[src/hw/rtl/tns_pkg.sv]
// Shared types and constants of the tone note sequencer.
`default_nettype none

package tns_pkg;

    // Request codes carried in the req_type field.
    localparam logic [2:0] REQ_TICK   = 3'd0;
    localparam logic [2:0] REQ_WRITE  = 3'd1;
    localparam logic [2:0] REQ_SELECT = 3'd2;
    localparam logic [2:0] REQ_START  = 3'd3;
    localparam logic [2:0] REQ_STOP   = 3'd4;

    // Tone actions carried in the tone_action field.
    localparam logic [1:0] ACT_NONE    = 2'd0;
    localparam logic [1:0] ACT_START   = 2'd1;
    localparam logic [1:0] ACT_SILENCE = 2'd2;

    // Configuration register indexes and widths.
    localparam int         CFG_IDX_W    = 1;
    localparam int         CFG_DATA_W   = 16;
    localparam logic [0:0] CFG_PACE     = 1'b0;
    localparam logic [0:0] CFG_SONG_LEN = 1'b1;

    // Reset value of pace and the lead before note end at which the tone stops.
    localparam logic [15:0] PACE_RESET   = 16'd1000;
    localparam logic [15:0] SILENCE_LEAD = 16'd5;

    // One input item.
    typedef struct packed {
        logic [2:0]  req_type;
        logic [5:0]  note_index;
        logic [15:0] note_tone;
        logic [7:0]  note_octave;
        logic [7:0]  note_length;
        logic [7:0]  note_count;
    } t_in_item;

    // One result item.
    typedef struct packed {
        logic [1:0]  tone_action;
        logic [15:0] tone_value;
        logic [7:0]  tone_octave;
        logic        is_playing;
    } t_out_item;

    // One stored note.
    typedef struct packed {
        logic [15:0] tone;
        logic [7:0]  octave;
        logic [7:0]  length;
        logic [7:0]  count;
    } t_note;

endpackage

`default_nettype wire

[src/hw/rtl/tone_note_sequencer.sv]
// Top level of the tone note sequencer: note table, timer and duration unit.
//
// Usage: input items arrive on i_in_valid / o_in_ready with an i_in_item payload
// (tick, note write, song select, start, stop). Every item yields exactly one
// result on o_out_valid / i_out_ready carrying the tone action, tone, octave and
// the playing flag after the item. Registers pace and song_length are written
// through i_cfg_we / i_cfg_idx / i_cfg_data by the user only while the block is
// idle; the block itself does not enforce this.
//
// Timing: an item holds the block from its accepting cycle until its result is
// handed over. Most items go from idle straight to the done state, which loads
// the result register once it is free. A tick that loads the next note passes
// through load (pick the note from the table read), divide (pace / length in the
// restoring divider, one quotient bit a cycle), multiply (count multiply with
// saturation) and done (hand the result over). A position past the table or a
// note with length zero skips the divider and the multiply.
//
// Reset (synchronous, active low) stops playback, deselects the song, clears
// timer and position and sets pace to 1000 and song_length to 0. The note table
// keeps its contents. While the receiver stalls, the next result waits and the
// block stays busy, so no further item is accepted until the slot frees.
`default_nettype none

module tone_note_sequencer
    import tns_pkg::*;
#(
    parameter int MAX_NOTES = 64
) (
    input  wire logic                  i_clk,
    input  wire logic                  i_rst_n,
    input  wire logic                  i_in_valid,
    output logic                       o_in_ready,
    input  wire t_in_item              i_in_item,
    output logic                       o_out_valid,
    input  wire logic                  i_out_ready,
    output t_out_item                  o_out_item,
    input  wire logic                  i_cfg_we,
    input  wire logic [CFG_IDX_W-1:0]  i_cfg_idx,
    input  wire logic [CFG_DATA_W-1:0] i_cfg_data
);

    localparam int         AW        = (MAX_NOTES > 1) ? $clog2(MAX_NOTES) : 1;
    localparam logic [8:0] NOTES_LIM = 9'(MAX_NOTES);

    typedef enum logic [2:0] {
        S_IDLE,
        S_LOAD,
        S_DIV,
        S_MUL,
        S_DONE
    } t_state;

    t_state      r_state;
    t_note       r_mem [MAX_NOTES];
    t_note       r_rd_note;
    logic [15:0] r_pace;
    logic [6:0]  r_song_len;
    logic [15:0] r_timer;
    logic [6:0]  r_pos;
    logic        r_playing;
    logic        r_selected;
    t_out_item   r_res;
    logic        r_out_valid;
    t_out_item   r_out_item;
    logic [15:0] r_quo;
    logic [7:0]  r_rem;
    logic [7:0]  r_divisor;
    logic [7:0]  r_count;
    logic [3:0]  r_cnt;

    logic        w_in_acc;
    logic        w_hand;
    logic [8:0]  w_pos_ext;
    logic [8:0]  w_idx_ext;
    logic        w_pos_ok;
    logic [15:0] w_timer_dec;
    logic [1:0]  w_act;
    logic        w_load;
    logic [8:0]  w_shift;
    logic        w_fits;
    logic [8:0]  w_trial;
    logic [23:0] w_prod;
    logic [15:0] w_dur_sat;

    assign o_in_ready  = (r_state == S_IDLE);
    assign o_out_valid = r_out_valid;
    assign o_out_item  = r_out_item;
    assign w_in_acc    = i_in_valid && o_in_ready;
    assign w_hand      = (r_state == S_DONE) && (!r_out_valid || i_out_ready);

    // Table addressing; out-of-table positions and indexes are caught by compare.
    assign w_pos_ext   = {2'b00, r_pos};
    assign w_idx_ext   = {3'b000, i_in_item.note_index};
    assign w_pos_ok    = (w_pos_ext < NOTES_LIM);
    assign w_timer_dec = r_timer - {15'd0, (r_timer != 16'd0)};

    // Action of an item taken in idle, and whether a tick goes on to load a note.
    always_comb begin
        w_act  = ACT_NONE;
        w_load = 1'b0;
        case (i_in_item.req_type)
            REQ_TICK: begin
                if (r_playing) begin
                    if ((r_pos == r_song_len) && (w_timer_dec == 16'd0)) begin
                        w_act = ACT_SILENCE;
                    end else if (w_timer_dec == SILENCE_LEAD) begin
                        w_act = ACT_SILENCE;
                    end else if (w_timer_dec == 16'd0) begin
                        w_load = 1'b1;
                    end
                end
            end
            REQ_STOP: begin
                w_act = ACT_SILENCE;
            end
            default: ;
        endcase
    end

    // One restoring division step: shift in the next dividend bit and try a subtract.
    assign w_shift = {r_rem, r_quo[15]};
    assign w_fits  = (w_shift >= {1'b0, r_divisor});
    assign w_trial = w_shift - {1'b0, r_divisor};

    // Unit duration times count, saturated to 16 bits.
    assign w_prod    = 24'(r_quo) * 24'(r_count);
    assign w_dur_sat = (w_prod[23:16] != 8'd0) ? 16'hFFFF : w_prod[15:0];

    // Note table: written by note writes, read at the current position every cycle.
    always_ff @(posedge i_clk) begin
        if (w_in_acc && (i_in_item.req_type == REQ_WRITE) && (w_idx_ext < NOTES_LIM)) begin
            r_mem[w_idx_ext[AW-1:0]] <= t_note'{
                tone:   i_in_item.note_tone,
                octave: i_in_item.note_octave,
                length: i_in_item.note_length,
                count:  i_in_item.note_count
            };
        end
        r_rd_note <= r_mem[w_pos_ext[AW-1:0]];
    end

    // Sequencer, playback state, duration unit and output register.
    always_ff @(posedge i_clk) begin
        if (!i_rst_n) begin
            r_state     <= S_IDLE;
            r_pace      <= PACE_RESET;
            r_song_len  <= 7'd0;
            r_timer     <= 16'd0;
            r_pos       <= 7'd0;
            r_playing   <= 1'b0;
            r_selected  <= 1'b0;
            r_out_valid <= 1'b0;
            r_cnt       <= 4'd0;
        end else begin
            // Configuration writes.
            if (i_cfg_we) begin
                case (i_cfg_idx)
                    CFG_PACE:     r_pace     <= i_cfg_data;
                    CFG_SONG_LEN: r_song_len <= i_cfg_data[6:0];
                    default:      ;
                endcase
            end

            // The output register fills on a hand-over and empties when the receiver takes it.
            if (w_hand) begin
                r_out_valid <= 1'b1;
            end else if (i_out_ready) begin
                r_out_valid <= 1'b0;
            end

            case (r_state)
                S_IDLE: begin
                    if (w_in_acc) begin
                        r_res   <= '{tone_action: w_act, tone_value: 16'd0,
                                     tone_octave: 8'd0, is_playing: 1'b0};
                        r_state <= w_load ? S_LOAD : S_DONE;
                        case (i_in_item.req_type)
                            REQ_TICK: begin
                                if (r_playing) begin
                                    r_timer <= w_timer_dec;
                                    if ((r_pos == r_song_len) && (w_timer_dec == 16'd0)) begin
                                        r_playing  <= 1'b0;
                                        r_selected <= 1'b0;
                                    end
                                end
                            end
                            REQ_SELECT: begin
                                r_selected <= 1'b1;
                                r_timer    <= 16'd0;
                                r_pos      <= 7'd0;
                                r_playing  <= 1'b0;
                            end
                            REQ_START: begin
                                if (r_selected) begin
                                    r_pos     <= 7'd0;
                                    r_playing <= 1'b1;
                                    r_timer   <= 16'd0;
                                end
                            end
                            REQ_STOP: begin
                                r_playing  <= 1'b0;
                                r_selected <= 1'b0;
                            end
                            default: ;
                        endcase
                    end
                end

                // Next note is in the read register: pick the action, set up division.
                S_LOAD: begin
                    r_pos <= r_pos + 7'd1;
                    if (w_pos_ok && (r_rd_note.tone != 16'd0)) begin
                        r_res.tone_action <= ACT_START;
                        r_res.tone_value  <= r_rd_note.tone;
                        r_res.tone_octave <= r_rd_note.octave;
                    end else begin
                        r_res.tone_action <= ACT_SILENCE;
                    end
                    r_quo     <= r_pace;
                    r_rem     <= 8'd0;
                    r_divisor <= r_rd_note.length;
                    r_count   <= r_rd_note.count;
                    r_cnt     <= 4'd15;
                    if (!w_pos_ok || (r_rd_note.length == 8'd0)) begin
                        r_timer <= 16'd0;
                        r_state <= S_DONE;
                    end else begin
                        r_state <= S_DIV;
                    end
                end

                // One quotient bit a cycle, sixteen quotient bits in all.
                S_DIV: begin
                    r_rem <= w_fits ? w_trial[7:0] : w_shift[7:0];
                    r_quo <= {r_quo[14:0], w_fits};
                    if (r_cnt == 4'd0) begin
                        r_state <= S_MUL;
                    end else begin
                        r_cnt <= r_cnt - 4'd1;
                    end
                end

                S_MUL: begin
                    r_timer <= w_dur_sat;
                    r_state <= S_DONE;
                end

                // Hand the result over once the output register is free.
                S_DONE: begin
                    if (w_hand) begin
                        r_out_item  <= '{tone_action: r_res.tone_action,
                                         tone_value:  r_res.tone_value,
                                         tone_octave: r_res.tone_octave,
                                         is_playing:  r_playing};
                        r_state     <= S_IDLE;
                    end
                end

                default: r_state <= S_IDLE;
            endcase
        end
    end

endmodule

`default_nettype wire

[config.mk]
export PLATFORM = sky130hd
export DESIGN_NAME = tone_note_sequencer
export DESIGN_NICKNAME = d
export VERILOG_FILES = /design/src/hw/rtl/tns_pkg.sv /design/src/hw/rtl/tone_note_sequencer.sv
export SDC_FILE = /design/constraint.sdc
export NUM_CORES = 2
export LEC_CHECK = 0
export ABC_AREA = 0
export BUFFER_PORTS_ARGS = -buffer_cell sky130_fd_sc_hd__clkbuf_2
export CAP_MARGIN = 20
export CORE_UTILIZATION = 30
export DETAILED_ROUTE_END_ITERATION = 6
export PLACE_DENSITY = 0.52
export SLEW_MARGIN = 20
export SYNTH_ARGS = -nofsm -noshare
export SYNTH_HDL_FRONTEND = slang
export SYNTH_SLANG_ARGS = --single-unit
[constraint.sdc]
create_clock -name i_clk -period 13.4 [get_ports i_clk]
set_input_delay 3.35 -clock i_clk [delete_from_list [all_inputs] [get_ports i_clk]]
set_output_delay 3.35 -clock i_clk [all_outputs]
set_load 0.01 [all_outputs]
==> out/qor.yml <==
place:
  io_buffers: 99
  dp_hpwl_mm: 187
  gp_congestion: 0.846
cts:
  cts_root_buf: "clkbuf_16"
  post_cts_buffers: 0
  clock_latency_ns: 0.89
  cts_hold_buf: 0
  cts.sinks: 2749
  cts_resized: 0
  htree_num_levels: 5
  cts_made_buffers: 295
  cts_tree: "yes"
  clk_pin_slew_ns: 0.06
  cts_buffer_depth: 4
die:
  dieArea_mm2: 0.365
  die_h_um: 604
  ioPinCount: 100
  start_util_pct: 30.2
  fp-row-count: 220
  die_w_um: 604
  core_mm2: 0.360
run_status:
  status: "finished, final reports clean"
routing:
  drc: 0
  postRouteAntennaNets: 0
  dr.pass1.iters: 5
  wl_per_cell_um: 30.2
  met3_length_mm: 21.1
  drt_iter0_drc: 6577
  met1Wirelength_mm: 133
  routed-wl-met2_mm: 145
  finalWirelength_mm: 305
  vias: 51000
  routed.top_layer: "met5"
  viasPerCell: 5.05
critical_path:
  required_ns: 13.87
  max_stage_delay_ns: 0.83
  reg2reg_depth: 17
  worstPathArrival_ns: 6.60
  end_kind: "flop"
  path_cells: "clkbuf_2 -> nor4b_1 -> and2_1 -> and4_1 -> nand2_2 -> nor2_4 -> buf_4"
  crit_type: "primary input to flop"
  critPathMaxFanout: 22
  slowest_stage: "nor2_4"
  start_kind: "primary input"
timing:
  skew_ns: 0.0796
  slew_viol_final: 0
  tightest_slew_ns: 1.16
  fin_crit_ns: 6.13
  max_slew_margin_pct: 22.5
  hold_violations: 0
  fin_tns_setup_ns: 0
  fmax_mhz: 163
  post-route-period-util_pct: 45.7
  grt_setup_unrepaired: "false"
  setup_viol: 0
logic_synthesis:
  yosysWarningCount: 0
  synth_mux_area_share_pct: 17.6
  synth_compound_area_share_pct: 1.08
  syn-cell-area_mm2: 0.109
  synth_area_per_cell_um2: 22.6
  synth_xor_area_share_pct: 0.347
  syn_nets: 5022
  synth.yosys.seq_area_share_pct: 75.1
  synth_top_family_by_area: "multiplexers"
  synth_seq_cells: 2749
  yosysUniqueCellTypes: 70
  synth_flop_cell: "edfxtp_1"
  synthArstFlopShare_pct: 0
  synth_edf_count: 2653
  synth-simple-area-share_pct: 2.32
  syn_inst: 4810
  synthAdderAreaFrac_pct: 2.21
run:
  cap_violations: 0
final_layout:
  drive_gt1_share_pct: 29.6
  multi_input_comb_area_mm2: 0.0262
  final_nets: 5304
  utilization_pct: 34.7
  num-fill-cells: 33200
  syn_to_final_growth_pct: 15.0
  seqCellArea_mm2: 0.0816
global_routing:
  grt_overflow_total: 0
  grt.total_usage_pct: 16.5
  antenna_found_initial: 43
  grt_pass1_vias: 51200
  grt_pass1_wl_mm: 421
  grt_max_degree: 129
power_and_ir_drop:
  pwr_density_cell_mw_per_mm2: 141
  ir_worst_vdd_v: 0.000102
  p_leak_nw: 37.6
min_path:
  hold_path_class: "flop to flop"
  min_path_cells: 0
-- cell type report --
class / count / area share, %
sequential: 2749 / 65.3
multi-input combinational: 1710 / 20.9
inverter: 117 / 0.352
timing repair buffer: 219 / 1.26
clock buffer: 366 / 6.28
tap: 4773 / 4.78
antenna: 8 / 0.0160
clock inverter: 156 / 1.04
-- path summary, 6_finish.rpt --
check	to	slack, ns	from
worst max-delay path	r_mem[29][7]	7.27	i_in_valid
worst min-delay path	r_count[4]	0.40	r_rd_note[4]
worst max register to register	r_timer[2]	7.33	r_count[2]
worst min register to register	r_count[4]	0.40	r_rd_note[4]
-- cell usage after synthesis, types with 10 or more instances --
cell type,count,area [um2]
buf_1,21,78.8
mux2_2,16,180
nand2_1,108,405
nand3_1,28,140
nand2b_1,12,75.1
nor2_1,123,462
clkbuf_1,151,567
nor4_1,11,68.8
a21oi_1,47,235
ha_1,56,701
a31oi_1,13,81.3
edfxtp_1,2653,79700
inv_1,117,439
buf_2,56,280
xnor2_1,20,175
xor2_1,23,201
o21ai_0,38,190
nor2b_1,10,62.6
and2_1,131,820
fa_1,85,1700
nor3_1,17,85.1
nand4_1,11,68.8
dfxtp_1,96,1920
mux4_2,840,18900
-- report_power, final --
group          internal [mW]  total (mW)  switching (mW)
clock                   4.49        7.84            3.35
combinational         0.0514       0.301           0.249
sequential              9.43        9.44          0.0124
total                   14.0        17.6            3.61
-- worst max-delay path: cells and delay by family --
family                 cells  cell delay (ns)
buffers and inverters      2             0.60
AND/OR/NAND/NOR            5             2.61
-- per-layer routing --
metal	up-vias	global-route usage [%]
met5	-	0
met4	8	3.53
met3	344	2.79
met2	1950	26.4
met1	28000	23.6
li1	20700	-
-- sequential cells by signal, indices dropped and copies added, names as in the netlist, 3 cells and up --
name / count
o_out_item: 27
r_cnt: 4
r_count: 8
r_divisor: 8
r_mem: 2560
r_pace: 16
r_pos: 7
r_quo: 16
r_rd_note: 40
r_rem: 8
r_res: 26
r_song_len: 7
r_state: 3
r_timer: 16
-- layout by cell type (no fill, tap or decap), types with 58 or more instances in the layout --
| master | count |
|---|---|
| inv_1 | 117 |
| nand2_1 | 106 |
| mux4_2 | 840 |
| clkbuf_1 | 58 |
| edfxtp_1 | 2653 |
| dfxtp_1 | 90 |
| nor2_4 | 66 |
| and2_1 | 131 |
| clkinv_1 | 68 |
| clkbuf_2 | 59 |
| buf_4 | 148 |
| fa_1 | 85 |
| clkbuf_16 | 301 |
-- logic make-up (layout without fill, tap and decap cells) --
family	count (synthesis)	in the layout
xor gates and xnor gates	43	43
adders and majority gates	141	141
and+or+nand+nor	491	491
other	0	8
DFF	2749	2749
AOI/OAI and AO/OA	173	173
muxes	862	862
buffers and inverters	351	858
-- metrics by stage --
stage	hold WS, ns	power [mW]	setup WS, ns	instance area (um2)	cells
floorplan	0.386	9.69	6.68	109000	4810
global placement	0.393	9.92	6.46	116000	9568
detailed placement	0.392	9.93	6.43	116000	9568
CTS	0.405	17.7	7.31	125000	10100
global route	0.420	18.0	7.14	125000	10100
finish	0.404	17.6	7.27	125000	10100
Power figures use the tool's default switching activity.
